==> src/sv/dss_pkg.sv <==
// Shared constants and types for the delimiter segment splitter.
`default_nettype none

package dss_pkg;

  localparam int MAX_DELIM_DEF = 8;
  localparam int MAX_LEN_DEF   = 65536;

  localparam int BYTE_W        = 8;
  localparam int DELIM_BYTES_W = 64;
  localparam int DELIM_LEN_W   = 4;
  localparam int FIELD_W       = 16;

  localparam logic [FIELD_W-1:0] FIELD_MAX = '1;

  localparam logic [DELIM_BYTES_W-1:0] DELIM_BYTES_RST = '0;
  localparam logic [DELIM_LEN_W-1:0]   DELIM_LEN_RST   = DELIM_LEN_W'(1);

  typedef enum logic [0:0] {
    REG_DELIM_BYTES = 1'b0,
    REG_DELIM_LEN   = 1'b1
  } cfg_idx_t;

endpackage

`default_nettype wire

==> src/sv/dss_match.sv <==
// Parallel compare of the recent byte window against the delimiter pattern.
`default_nettype none

module dss_match #(
  parameter int MAX_DELIM = dss_pkg::MAX_DELIM_DEF
) (
  input  wire logic [MAX_DELIM*dss_pkg::BYTE_W-1:0] window,
  input  wire logic [dss_pkg::DELIM_BYTES_W-1:0]    pattern,
  input  wire logic [dss_pkg::DELIM_LEN_W-1:0]      len,
  output logic                                      match
);

  logic [MAX_DELIM:1] hit;

  // Pattern byte k pairs with the window byte len-1-k places back from the newest.
  always_comb begin
    hit   = '0;
    match = 1'b0;
    for (int l = 1; l <= MAX_DELIM; l++) begin
      hit[l] = 1'b1;
      for (int k = 0; k < l; k++) begin
        if (window[dss_pkg::BYTE_W*(l-1-k) +: dss_pkg::BYTE_W] !=
            pattern[dss_pkg::BYTE_W*k +: dss_pkg::BYTE_W]) begin
          hit[l] = 1'b0;
        end
      end
    end
    for (int l = 1; l <= MAX_DELIM; l++) begin
      if (len == dss_pkg::DELIM_LEN_W'(l)) begin
        match = hit[l];
      end
    end
  end

endmodule

`default_nettype wire

==> src/sv/delimiter_segment_splitter.sv <==
// Top level of the delimiter segment splitter: item registers, string state and result register.
// A result is registered: its byte passes the input register, then the result register.
// Throughput: one byte per cycle while no result is held; window compare and segment arithmetic sit in one stage.
// A byte waits in the input register while an earlier result is still held by the receiver.
// Reset clears all string state and empties both item registers; the delimiter resets to length 1, byte 0.
// String state clears again after every final byte.
`default_nettype none

module delimiter_segment_splitter #(
  parameter int MAX_DELIM = dss_pkg::MAX_DELIM_DEF,
  parameter int MAX_LEN   = dss_pkg::MAX_LEN_DEF
) (
  input  wire logic                                clk,
  input  wire logic                                rst,
  input  wire logic                                cfg_valid,
  output logic                                     cfg_ready,
  input  wire dss_pkg::cfg_idx_t                   cfg_index,
  input  wire logic [dss_pkg::DELIM_BYTES_W-1:0]   cfg_data,
  input  wire logic                                in_valid,
  output logic                                     in_ready,
  input  wire logic [dss_pkg::BYTE_W-1:0]          text_byte,
  input  wire logic                                end_of_string,
  output logic                                     out_valid,
  input  wire logic                                out_ready,
  output logic [dss_pkg::FIELD_W-1:0]              segment_start,
  output logic [dss_pkg::FIELD_W-1:0]              segment_length,
  output logic                                     final_segment,
  output logic [dss_pkg::FIELD_W-1:0]              segment_total,
  output logic [dss_pkg::FIELD_W-1:0]              nonempty_total,
  output logic                                     length_overflow
);

  localparam int WIN_W = MAX_DELIM * dss_pkg::BYTE_W;
  localparam int POS_W = $clog2(MAX_LEN + 1);
  localparam int LEN_W = POS_W + 1;
  localparam int SAT_W = (LEN_W > dss_pkg::FIELD_W + 1) ? LEN_W : dss_pkg::FIELD_W + 1;
  localparam int BIS_W = $clog2(MAX_DELIM + 1);
  localparam int LW    = dss_pkg::DELIM_LEN_W;

  // configuration
  logic [dss_pkg::DELIM_BYTES_W-1:0] delim_bytes;
  logic [LW-1:0]                     delim_len;

  // input register
  logic                         in_valid_q;
  logic [dss_pkg::BYTE_W-1:0]   in_byte_q;
  logic                         in_last_q;

  // string state
  logic [WIN_W-1:0]             recent;
  logic [POS_W-1:0]             pos;
  logic [POS_W-1:0]             cur_start;
  logic [BIS_W-1:0]             bis;
  logic [dss_pkg::FIELD_W-1:0]  segs;
  logic [dss_pkg::FIELD_W-1:0]  nonempty;
  logic                         overflow;

  // datapath
  logic                         fire;
  logic [LW-1:0]                len_eff;
  logic [WIN_W-1:0]             recent_next;
  logic                         pos_sat;
  logic [POS_W-1:0]             pos_next;
  logic                         overflow_next;
  logic [BIS_W-1:0]             bis_next;
  logic                         window_match;
  logic                         match_hit;
  logic                         emit;
  logic [LEN_W-1:0]             end_x;
  logic [LEN_W-1:0]             start_x;
  logic [LEN_W-1:0]             dlen_x;
  logic [LEN_W-1:0]             seg_len;
  logic [SAT_W-1:0]             start_w;
  logic [SAT_W-1:0]             len_w;
  logic [dss_pkg::FIELD_W-1:0]  start_sat;
  logic [dss_pkg::FIELD_W-1:0]  len_sat;
  logic [dss_pkg::FIELD_W-1:0]  segs_next;
  logic [dss_pkg::FIELD_W-1:0]  nonempty_next;

  assign cfg_ready = 1'b1;
  assign fire      = in_valid_q && (!out_valid || out_ready);
  assign in_ready  = !in_valid_q || fire;

  always_ff @(posedge clk) begin
    if (rst) begin
      delim_bytes <= dss_pkg::DELIM_BYTES_RST;
      delim_len   <= dss_pkg::DELIM_LEN_RST;
    end else if (cfg_valid && cfg_ready) begin
      unique case (cfg_index)
        dss_pkg::REG_DELIM_BYTES: delim_bytes <= cfg_data;
        dss_pkg::REG_DELIM_LEN:   delim_len   <= cfg_data[LW-1:0];
        default: ;
      endcase
    end
  end

  always_ff @(posedge clk) begin
    if (rst) begin
      in_valid_q <= 1'b0;
    end else if (in_ready) begin
      in_valid_q <= in_valid;
    end
  end

  always_ff @(posedge clk) begin
    if (in_valid && in_ready) begin
      in_byte_q <= text_byte;
      in_last_q <= end_of_string;
    end
  end

  assign len_eff = (delim_len > LW'(MAX_DELIM)) ? LW'(MAX_DELIM) : delim_len;

  assign recent_next   = (recent << dss_pkg::BYTE_W) | WIN_W'(in_byte_q);
  assign pos_sat       = (pos >= POS_W'(MAX_LEN));
  assign pos_next      = pos_sat ? pos : pos + POS_W'(1);
  assign overflow_next = overflow || pos_sat;
  assign bis_next      = (bis == BIS_W'(MAX_DELIM)) ? bis : bis + BIS_W'(1);

  dss_match #(
    .MAX_DELIM (MAX_DELIM)
  ) u_match (
    .window  (recent_next),
    .pattern (delim_bytes),
    .len     (len_eff),
    .match   (window_match)
  );

  // A delimiter counts only when all of its bytes lie inside the current segment.
  assign match_hit = (len_eff != '0) && (LW'(bis_next) >= len_eff) && window_match;
  assign emit      = match_hit || in_last_q;

  assign end_x   = LEN_W'(pos_next);
  assign start_x = LEN_W'(cur_start);
  assign dlen_x  = LEN_W'(len_eff);

  // Past the length limit the end stalls, so a closing delimiter could leave a negative length; it is clamped to zero.
  always_comb begin
    if (match_hit) begin
      seg_len = (end_x >= start_x + dlen_x) ? end_x - dlen_x - start_x : '0;
    end else begin
      seg_len = (end_x >= start_x) ? end_x - start_x : '0;
    end
  end

  assign start_w   = SAT_W'(cur_start);
  assign len_w     = SAT_W'(seg_len);
  assign start_sat = (start_w > SAT_W'(dss_pkg::FIELD_MAX)) ? dss_pkg::FIELD_MAX :
                     start_w[dss_pkg::FIELD_W-1:0];
  assign len_sat   = (len_w > SAT_W'(dss_pkg::FIELD_MAX)) ? dss_pkg::FIELD_MAX :
                     len_w[dss_pkg::FIELD_W-1:0];

  assign segs_next     = (segs == dss_pkg::FIELD_MAX) ? segs : segs + dss_pkg::FIELD_W'(1);
  assign nonempty_next = ((seg_len != '0) && (nonempty != dss_pkg::FIELD_MAX)) ?
                         nonempty + dss_pkg::FIELD_W'(1) : nonempty;

  always_ff @(posedge clk) begin
    if (rst) begin
      recent    <= '0;
      pos       <= '0;
      cur_start <= '0;
      bis       <= '0;
      segs      <= '0;
      nonempty  <= '0;
      overflow  <= 1'b0;
    end else if (fire) begin
      if (in_last_q) begin
        recent    <= '0;
        pos       <= '0;
        cur_start <= '0;
        bis       <= '0;
        segs      <= '0;
        nonempty  <= '0;
        overflow  <= 1'b0;
      end else begin
        recent   <= recent_next;
        pos      <= pos_next;
        overflow <= overflow_next;
        if (match_hit) begin
          cur_start <= pos_next;
          bis       <= '0;
          segs      <= segs_next;
          nonempty  <= nonempty_next;
        end else begin
          bis <= bis_next;
        end
      end
    end
  end

  always_ff @(posedge clk) begin
    if (rst) begin
      out_valid <= 1'b0;
    end else if (fire && emit) begin
      out_valid <= 1'b1;
    end else if (out_ready) begin
      out_valid <= 1'b0;
    end
  end

  always_ff @(posedge clk) begin
    if (fire && emit) begin
      segment_start   <= start_sat;
      segment_length  <= len_sat;
      final_segment   <= in_last_q;
      segment_total   <= segs_next;
      nonempty_total  <= nonempty_next;
      length_overflow <= overflow_next;
    end
  end

  a_bis_range: assert property (@(posedge clk) disable iff (rst)
    bis <= BIS_W'(MAX_DELIM))
    else $error("segment byte count beyond delimiter window");

  a_start_le_pos: assert property (@(posedge clk) disable iff (rst)
    cur_start <= pos)
    else $error("segment start ahead of byte position");

  a_nonempty_le_total: assert property (@(posedge clk) disable iff (rst)
    nonempty <= segs)
    else $error("non-empty count exceeds segment count");

  a_clear_after_last: assert property (@(posedge clk) disable iff (rst)
    fire && in_last_q |=> (pos == '0) && (segs == '0) && !overflow)
    else $error("string state not cleared after final byte");

endmodule

`default_nettype wire

==> config.mk <==
export PLATFORM = sky130hd
export DESIGN_NAME = delimiter_segment_splitter
export DESIGN_NICKNAME = d
export VERILOG_FILES = /design/src/sv/dss_pkg.sv /design/src/sv/dss_match.sv /design/src/sv/delimiter_segment_splitter.sv
export SDC_FILE = /design/constraint.sdc
export NUM_CORES = 1
export LEC_CHECK = 0
export BUFFER_PORTS_ARGS = -buffer_cell sky130_fd_sc_hd__buf_2
export CAP_MARGIN = 15
export CORE_MARGIN = 3
export CORE_UTILIZATION = 40
export CTS_BUF_LIST = sky130_fd_sc_hd__clkbuf_2
export DETAILED_ROUTE_END_ITERATION = 8
export SLEW_MARGIN = 20
export SYNTH_ARGS = -nofsm -noshare
export SYNTH_HDL_FRONTEND = slang
export SYNTH_SLANG_ARGS = --single-unit
==> constraint.sdc <==
create_clock -name clk -period 9.55 [get_ports clk]
set_input_delay 1.91 -clock clk [delete_from_list [all_inputs] [get_ports clk]]
set_output_delay 1.91 -clock clk [all_outputs]
set_load 0.01 [all_outputs]
==> results.sh <==
export IMPL_grt_max_degree=116
export IMPL_p_leak_nw=7.51
export IMPL_synth_net_count=2317
export IMPL_clock_fmax_ghz=0.168
export IMPL_hold_viol=0
export IMPL_layout_drive_gt1_share_pct=13.8
export IMPL_ioPinCount=148
export IMPL_critPathArrivalTime_ns=6.69
export IMPL_synth_edff_count=75
export IMPL_first_iter_violations=1393
export IMPL_synth_area_mm2=0.0179
export IMPL_ys_top_cells_by_area="dfxtp_1 (22%), xnor2_1 (16%), edfxtp_1 (13%)"
export IMPL_status="finished, final reports clean"
export IMPL_crit_path_end_kind="flip-flop"
export IMPL_cts_setup_buffers=0
export IMPL_ys_async_sr_fraction_pct=0
export IMPL_die_y_um=217
export IMPL_firstDrtPassIters=5
export IMPL_cts_tree="done"
export IMPL_ys_types=88
export IMPL_setup_tns_ns=0
export IMPL_overflow=0
export IMPL_antenna_found_initial=1
export IMPL_timing_final_crit_share_pct=62.2
export IMPL_totalWireLength_mm=60.0
export IMPL_final_antenna_net_count=0
export IMPL_final_cell_area_mm2=0.0194
export IMPL_die_w_um=217
export IMPL_syn2layout_area_growth_pct=8.62
export IMPL_synth_warnings=0
export IMPL_synth_cells=2150
export IMPL_synth_seq_area_share_pct=34.7
export IMPL_cts_repair_resized=0
export IMPL_worstPathRequired_ns=10.30
export IMPL_drc=0
export IMPL_worstHoldPathType="flip-flop to flip-flop"
export IMPL_gp_congestion=0.983
export IMPL_power_density_mw_per_mm2=155
export IMPL_cts_sinks=272
export IMPL_critPathLaunchType="flip-flop"
export IMPL_rows=76
export IMPL_start_util_pct=41.0
export IMPL_synth_top_area_share_pct=22.1
export IMPL_grt_total_usage_pct=25.1
export IMPL_grt_pass1_vias=15300
export IMPL_ir_worst_vdd_mv=0.0859
export IMPL_slew_headroom_pct=27.4
export IMPL_post_route_util_pct=44.5
export IMPL_nFillCells=4400
export IMPL_nets=2378
export IMPL_rsz0062_at_grt="false"
export IMPL_final_setup_viol_count=0
export IMPL_totalPowerFinal_w=0.00300
export IMPL_clockRootBuffer="clkbuf_2"
export IMPL_portBuffers=146
export IMPL_insertion_delay_ns=1.03
export IMPL_criticalPathCategory="flip-flop to flip-flop"
export IMPL_syn_avg_cell_area_um2=8.32
export IMPL_period_minus_slack_ns=5.94
export IMPL_cts_buffers_inserted=73
export IMPL_drv_cap=0
export IMPL_holdWs_ns=0.479
export IMPL_skew_ns=0.107
export IMPL_synth_top_area_cell="dfxtp_1"
export IMPL_via_per_inst=5.56
export IMPL_ys_seq_elements=272
export IMPL_cp_max_fo=17
export IMPL_drv_slew=0
export IMPL_dieArea_mm2=0.0473
export IMPL_worstMarginPinSlew_ns=1.09
export IMPL_wl_per_cell_um=21.0
export IMPL_clk_pin_slew_ns=0.10
export IMPL_placed_cell_area_mm2=0.0187
export IMPL_ctsHoldBuffers=0
export IMPL_cts_max_path_buffers=3
export IMPL_synth_flop_cell="dfxtp_1"
export IMPL_hpwl_mm=43.6
export IMPL_grt_pass1_wl_mm=91.2
export IMPL_via_count=15800
export IMPL_cts_max_level=3
export IMPL_core_region_area_mm2=0.0436
[cell usage in the layout, fill, tap and decap left out, types with 13 or more instances in the layout]
cell type  netlist  final
nand2_1        231    230
buf_2           50    145
xnor2_1        321    321
a21oi_1        200    200
edfxtp_1        75     75
or3_1           15     15
nor3_1          47     47
nand4_1         81     81
ha_1            82     82
o21ai_0         28     27
nand3_1         71     71
nor4_1          35     35
a21o_1          16     16
clkbuf_2         0    111
and3_1          68     68
a31oi_1         17     17
o21a_1          18     18
buf_4           10     13
xor2_1          41     41
inv_1          106    104
dfxtp_1        197    197
nor2_1         141    141
[routing by layer]
layer  GRT usage, %  wire length [um]  vias up
met4           11.5              2390        0
li1               -                 -     7575
met3           5.00              4200      151
met2           39.4             27200      593
met5              0                 0        -
met1           33.3             26200     7519
[metrics by stage]
| stage | cells | worst slack, ns |
|---|---|---|
| floorplan | 2150 | 4.32 |
| global placement | 2721 | 3.75 |
| detailed placement | 2721 | 3.75 |
| CTS | 2850 | 3.71 |
| global route | 2851 | 3.18 |
| finish | 2851 | 3.61 |
[power by group]
| group | internal [W] | switching (W) | leakage [nW] | total (W) |
|---|---|---|---|---|
| registers | 0.00124 | 0.0000775 | 2.33 | 0.00131 |
| logic | 0.000315 | 0.000502 | 4.66 | 0.000817 |
| clock network | 0.000364 | 0.000509 | 0.523 | 0.000872 |
[flip-flops by register name, summed over array words and instances (netlist names), 17 cells and up]
register     count
pos             17
cur_start       17
recent          56
delim_bytes     64
[layout make-up]
cell class | count | area, um^2 | area share [%]
timing repair buffer | 159 | 835 | 4.30
tap | 585 | 732 | 3.77
sequential | 272 | 6200 | 31.9
inverter | 110 | 415 | 2.14
clock buffer | 111 | 556 | 2.86
antenna | 1 | 2.50 | 0.0129
clock inverter | 18 | 139 | 0.715
multi-input combinational | 1595 | 10500 | 54.3
[cells by family (layout without fill, tap and decap cells)]
logic type	Yosys count	in the layout	share of synthesized area (%)
flip-flops	272	272	34.7
buffers and inverters	283	398	6.50
XOR/XNOR	362	362	17.7
other	1	2	0.0210
AND/OR/NAND/NOR	753	753	20.6
AO/OA/AOI/OAI	385	385	13.7
adder cells (fa/ha/maj)	88	88	6.41
multiplexers	6	6	0.364
[worst max-delay path, stage by stage, from the launching register on]
cell and delay (ns):
dfxtp_1 0.41, nand4b_1 0.28, nor2_1 0.24, nand2_1 0.14, nor2_1 0.15, xnor2_1 0.19, inv_1 0.17, ha_1 0.49
nand4_1 0.14, or3_1 0.32, nor4_1 0.27, or3_1 0.17, o221ai_2 0.14, a222oi_1 0.87, o41ai_1 0.33, o21a_2 0.29
a21oi_2 0.66, mux2_2 0.41
[synth_stat cells, types with 16 or more instances]
cell and count:
xnor2_1 321, nand2_1 231, a21oi_1 200, dfxtp_1 197, nor2_1 141, inv_1 106
clkbuf_1 98, ha_1 82, nand4_1 81, edfxtp_1 75, nand3_1 71, and3_1 68
buf_2 50, nor3_1 47, xor2_1 41, nor4_1 35, o21ai_0 28, o21a_1 18
a31oi_1 17, a21o_1 16
[worst paths after layout]
check                               start                           end  slack, ns  cells after the start
max                  pos[16]$_SDFFE_PP0P_   nonempty_total[1]$_DFFE_PP_       3.61                     17
min          delim_bytes[57]$_SDFFE_PP0P_  delim_bytes[57]$_SDFFE_PP0P_       0.48                      2
max reg2reg          pos[16]$_SDFFE_PP0P_   nonempty_total[1]$_DFFE_PP_       3.61                     17
min reg2reg  delim_bytes[57]$_SDFFE_PP0P_  delim_bytes[57]$_SDFFE_PP0P_       0.48                      2
No activity file was read; power rests on OpenSTA's default activity.
